--- src/design/assert_macros.svh ---
// Assertion macros used by the chapter heading detector back end.
`ifndef ASSERT_MACROS_SVH
`define ASSERT_MACROS_SVH

`ifndef SYNTHESIS

`define CHD_ASSERT(label, clk, rst_n, prop, msg) \
    label: assert property (@(posedge clk) disable iff (!rst_n) (prop)) else $error(msg);

`define CHD_ASSERT_NEXT(label, clk, rst_n, ante, cons, msg) \
    label: assert property (@(posedge clk) disable iff (!rst_n) (ante) |=> (cons)) \
        else $error(msg);

`else

`define CHD_ASSERT(label, clk, rst_n, prop, msg)

`define CHD_ASSERT_NEXT(label, clk, rst_n, ante, cons, msg)

`endif

`endif

--- src/design/chd_pkg.sv ---
// Types, code unit constants and classification functions of the heading detector.
`default_nettype none

package chd_pkg;

    localparam int UNIT_BITS       = 16;
    localparam int OUT_OFFSET_BITS = 32;

    localparam logic [UNIT_BITS-1:0] UNIT_NEWLINE   = 16'h000A;
    localparam logic [UNIT_BITS-1:0] UNIT_ZERO      = 16'h0000;
    localparam logic [UNIT_BITS-1:0] UNIT_MARKER    = 16'h7B2C;
    localparam logic [UNIT_BITS-1:0] UNIT_VOLUME    = 16'h5377;
    localparam logic [UNIT_BITS-1:0] UNIT_CHAPTER   = 16'h7AE0;
    localparam logic [UNIT_BITS-1:0] UNIT_PART      = 16'h90E8;
    localparam logic [UNIT_BITS-1:0] UNIT_SECTION   = 16'h8282;
    localparam logic [UNIT_BITS-1:0] UNIT_PRO_FIRST = 16'h6954;
    localparam logic [UNIT_BITS-1:0] UNIT_PRO_SECOND = 16'h5B50;
    localparam logic [UNIT_BITS-1:0] UNIT_PREF_FIRST = 16'h5E8F;
    localparam logic [UNIT_BITS-1:0] UNIT_SPACE     = 16'h0020;
    localparam logic [UNIT_BITS-1:0] UNIT_TAB       = 16'h0009;
    localparam logic [UNIT_BITS-1:0] UNIT_IDEO_SPACE = 16'h3000;
    localparam logic [UNIT_BITS-1:0] UNIT_NBSP      = 16'h00A0;
    localparam logic [UNIT_BITS-1:0] UNIT_WIDE_COLON = 16'hFF1A;
    localparam logic [UNIT_BITS-1:0] UNIT_COLON     = 16'h003A;

    typedef enum logic [1:0] {
        KIND_NUMBERED = 2'd0,
        KIND_PROLOGUE = 2'd1,
        KIND_PREFACE  = 2'd2
    } heading_kind_t;

    // Everything the line scanner needs to know about one code unit.
    typedef struct packed {
        logic newline;
        logic zero;
        logic separator;
        logic terminator;
        logic numeral;
        logic marker;
        logic pro_first;
        logic pro_second;
        logic pref_first;
        logic chapter;
    } unit_class_t;

    typedef struct packed {
        unit_class_t cls;
        logic        last;
    } queue_entry_t;

    function automatic logic is_numeral(input logic [UNIT_BITS-1:0] u);
        logic hit;
        case (u)
            16'h0020, 16'h0009, 16'h3000,
            16'h0030, 16'h0031, 16'h0032, 16'h0033, 16'h0034,
            16'h0035, 16'h0036, 16'h0037, 16'h0038, 16'h0039,
            16'h96F6, 16'h4E00, 16'h4E8C, 16'h4E09, 16'h56DB,
            16'h4E94, 16'h516D, 16'h4E03, 16'h516B, 16'h4E5D,
            16'h5341, 16'h767E, 16'h5343, 16'h4E07, 16'h4EBF,
            16'h58F9, 16'h8D30, 16'h53C1, 16'h8086, 16'h4F0D,
            16'h9646, 16'h67D2, 16'h634C, 16'h7396,
            16'h62FE, 16'h4F70, 16'h4EDF, 16'h842C, 16'h5104, 16'h4E24: hit = 1'b1;
            default: hit = 1'b0;
        endcase
        return hit;
    endfunction

    function automatic unit_class_t classify(input logic [UNIT_BITS-1:0] u);
        unit_class_t c;
        c.newline    = (u == UNIT_NEWLINE);
        c.zero       = (u == UNIT_ZERO);
        c.separator  = (u == UNIT_SPACE) || (u == UNIT_TAB) || (u == UNIT_IDEO_SPACE) ||
                       (u == UNIT_NBSP) || (u == UNIT_WIDE_COLON) || (u == UNIT_COLON);
        c.terminator = (u == UNIT_VOLUME) || (u == UNIT_CHAPTER) ||
                       (u == UNIT_PART) || (u == UNIT_SECTION);
        c.numeral    = is_numeral(u);
        c.marker     = (u == UNIT_MARKER);
        c.pro_first  = (u == UNIT_PRO_FIRST);
        c.pro_second = (u == UNIT_PRO_SECOND);
        c.pref_first = (u == UNIT_PREF_FIRST);
        c.chapter    = (u == UNIT_CHAPTER);
        return c;
    endfunction

endpackage

`default_nettype wire

--- src/design/chd_queue.sv ---
// Short FIFO of classified items between front and back end.
`default_nettype none

module chd_queue import chd_pkg::*;
#(
    parameter int DEPTH = 4
)
(
    input  wire logic          clk,
    input  wire logic          rst_n,
    input  wire logic          push,
    input  wire queue_entry_t  push_entry,
    output logic               push_ready,
    input  wire logic          pop,
    output queue_entry_t       pop_entry,
    output logic               pop_valid
);

    localparam int IDX_BITS = (DEPTH > 1) ? $clog2(DEPTH) : 1;
    localparam int CNT_BITS = $clog2(DEPTH + 1);

    queue_entry_t         slot_reg [DEPTH];
    logic [IDX_BITS-1:0]  wr_ptr_reg, wr_ptr_next;
    logic [IDX_BITS-1:0]  rd_ptr_reg, rd_ptr_next;
    logic [CNT_BITS-1:0]  count_reg, count_next;

    assign push_ready = (count_reg != CNT_BITS'(DEPTH));
    assign pop_valid  = (count_reg != '0);
    assign pop_entry  = slot_reg[rd_ptr_reg];

    always_comb
    begin
        wr_ptr_next = wr_ptr_reg;
        rd_ptr_next = rd_ptr_reg;
        count_next  = count_reg;
        if (push)
        begin
            wr_ptr_next = (wr_ptr_reg == IDX_BITS'(DEPTH - 1)) ? '0 : wr_ptr_reg + IDX_BITS'(1);
        end
        if (pop)
        begin
            rd_ptr_next = (rd_ptr_reg == IDX_BITS'(DEPTH - 1)) ? '0 : rd_ptr_reg + IDX_BITS'(1);
        end
        case ({push, pop})
            2'b10:   count_next = count_reg + CNT_BITS'(1);
            2'b01:   count_next = count_reg - CNT_BITS'(1);
            default: count_next = count_reg;
        endcase
    end

    always_ff @(posedge clk or negedge rst_n)
    begin
        if (!rst_n)
        begin
            wr_ptr_reg <= '0;
            rd_ptr_reg <= '0;
            count_reg  <= '0;
        end
        else
        begin
            wr_ptr_reg <= wr_ptr_next;
            rd_ptr_reg <= rd_ptr_next;
            count_reg  <= count_next;
        end
    end

    always_ff @(posedge clk)
    begin
        if (push)
        begin
            slot_reg[wr_ptr_reg] <= push_entry;
        end
    end

endmodule

`default_nettype wire

--- config.mk ---
export PLATFORM = sky130hd
export DESIGN_NAME = chd_queue
export DESIGN_NICKNAME = d
export VERILOG_FILES = /design/src/design/assert_macros.svh /design/src/design/chd_pkg.sv /design/src/design/chd_queue.sv
export SDC_FILE = /design/constraint.sdc
export NUM_CORES = 1
export LEC_CHECK = 0
export BUFFER_PORTS_ARGS = -buffer_cell sky130_fd_sc_hd__buf_2
export CAP_MARGIN = 30
export CORE_MARGIN = 2
export CORE_UTILIZATION = 58
export CTS_BUF_LIST = sky130_fd_sc_hd__clkbuf_2
export CTS_CLUSTER_SIZE = 14
export DETAILED_ROUTE_END_ITERATION = 10
export PLACE_DENSITY = 0.88
export SYNTH_ARGS = -nofsm -noshare
export SYNTH_HDL_FRONTEND = slang
export SYNTH_SLANG_ARGS = --single-unit
export TNS_END_PERCENT = 50
--- constraint.sdc ---
create_clock -name clk -period 1.57 [get_ports clk]
set_input_delay 0.314 -clock clk [delete_from_list [all_inputs] [get_ports clk]]
set_output_delay 0.314 -clock clk [all_outputs]
set_load 0.01 [all_outputs]
==> metrics <==
status=finished with violations; failing checks=setup timing; commonest cells after routing, fill and taps aside=44 x edfxtp_1, 24 x buf_2, 10 x mux4_2, 10 x buf_4, 6 x ha_1; slew at the pin with the worst max-slew slack=0.609 ns; proportion of netlist area held by the largest area contributor=between 60% and 70%; mapped cell area=2010 µm²; Rows=21; pin count of the biggest net entering global routing=17; # DRC=0; Pwr per Cell Area=between 1500 and 2000 nW/µm²; CTS tree=done; Hold Crit Class=in -> reg; clk_skew=between 0.02 and 0.025 ns; Mean Syn Cell Area=21.2 µm²; Rel. slew slack=59.4%; drt initial violations=between 40 and 50; crit share post-route=126%; Ant. Diodes=0; vias in the first global route=1006; area grow syn2layout=18.9%; r2r setup slk=0.10 ns; GR met3 Demand/Resource=5.77%; sequential fraction of the synthesis area=about three quarters; Via Count=1000; 1st-pass router iterations=4; port buffer count=27; CTS sink cnt=51; critical path class=reg -> out; Final Hold Vio Count=0; startpoint types=flip-flop; GRT Util Overall=between 10% and 20%; most common cell after layout, fill and taps aside=edfxtp_1; max cap viols=0; Seq cells post-synth=51; Routability Congestion=0.749; root buffer cell=clkbuf_2; DIE WIDTH=around 63 µm; leading post-synthesis cells by cell area=edfxtp_1 66%, mux4_2 9.0%, dfrtp_1 8.7%, mux4_1 3.9%, ha_1 3.7%; Fmax=507 MHz; Yosys warnings=0; Routed Antenna Nets=0; clock slew at reported path FFs=0.24 ns; Die Ht=62.9 µm; RSZ-0062 raised after global routing=true; crit path max fanout=7; share of cells above drive strength 1=between 40 and 50%; Max H-tree Level=2; CTS Buffer Depth=2; max reg flops=44; total congestion overflow=0; met1 Usage GRT=roughly a fifth; WP data required=around 1.3 ns; core area=roughly 3300 µm²; VDD IR max=829 µV; min cycle time layout=1.97 ns; setup violators final=12; first-pass GRT wire length=4930 µm; Clock Latency Late Sink=approximately 0.42 ns; # nets final=162; TritonCTS Buffers=5; Final HPWL DP=2190 µm; drt wl/cell=16.3 µm; Slew Limit Fails=0; initial antenna violation count=0; Die ar.=a little under 4000 µm²; Pleak=0.913 nW; finished layout cell area=~2400 µm²; post-synth cell types=19; Ports=28; final hold slack=0.0762 ns; final worst setup slack=-0.404 ns; area leader, netlist=edfxtp_1; Net Count, Synth=about 120; synthesized instance count=95; Initial Util=60.3%; vias per cell=~5.3; Routed WL=3040 µm; critical path arrival=1.66 ns; Placed Area=2280 µm²; M2 GR Usage=30.1%; crit end category=output port; fin util=between 70% and 80%; grt peak-use layer=met2
path summary, 6_finish.rpt:
path,start,end,cells past startpoint
max,rd_ptr_reg[0],pop_entry[8],3
min,push_entry[8],slot_reg[3][8],1
max reg2reg,wr_ptr_reg[0],slot_reg[3][6],2
min reg2reg,count_reg[2],count_reg[2],1
max in group asynchronous,rst_n,rd_ptr_reg[1],2
min in group asynchronous,rst_n,count_reg[1],2
worst max-delay path, stage by stage, from the launching register on:
cell and delay, ns:
dfrtp_2 0.46, buf_12 0.14, mux4_2 0.52, buf_6 0.14
where the power goes:
| part | switching, mW | total (mW) | internal, mW |
|---|---|---|---|
| logic | 0.594 | 1.36 | 0.764 |
| clock network | 0.384 | 0.654 | 0.270 |
| registers | 0.188 | 1.96 | 1.77 |
| total | 1.17 | 3.97 | 2.80 |
synthesized netlist by cell type, drive strengths merged:
cell type and instances:
xnor2 1, or3 2, nand2 1, mux4 11, inv 6, ha 6, dfrtp 7, and2 4
edfxtp 44, buf 2, mux2i 1, o21ai 2, mux2 2, nor2 2, nand3 1, xor2 2
fa 1
metrics by stage:
step | total power, mW | std cells | setup WS [ns] | TNS, ns
CTS | 3.95 | 186 | -0.466 | -5.01
global route | 4.18 | 187 | -0.499 | -5.44
global placement | 3.17 | 177 | 0.0168 | 0
finish | 3.97 | 187 | -0.404 | -4.30
detailed placement | 3.25 | 177 | -0.0167 | -0.0271
floorplan | 2.74 | 95 | 0.117 | 0
layer usage:
metal  up-vias  routed length (µm)
met1       512                1250
li1        458                   -
met5         -                   0
met2        24                1610
met4         0                  37
met3         6                 145
timing repair:
action / 4_1_cts / 5_1_grt
hold buffers: 1 / 0
setup buffers: 0 / 1
endpoints found under the setup margin: 12 / 13
endpoints found under the hold margin: 7 / 0
resized for setup: 6 / 4
area by class of cell:
class / count / area, µm²
sequential: 51 / 1500
timing repair buffer: 40 / 270
multi-input combinational: 36 / 474
fill: 218 / 945
clock buffer: 5 / 25.0
clock inverter: 3 / 43.8
tap: 46 / 57.6
inverter: 6 / 22.5
kinds of logic (layout without fill, tap and decap cells):
logic type      Yosys count  in the layout  share of synthesized area, %
flops                    51             51                          74.4
mux                      14             14                          14.5
simple gates             10             10                          2.67
buf+inv                   8             54                          1.93
fa+ha+maj                 7              7                          4.73
xor+xnor                  3              3                          1.31
compound gates            2              2                         0.498
Note: power is estimated with default switching activity, not from simulation.
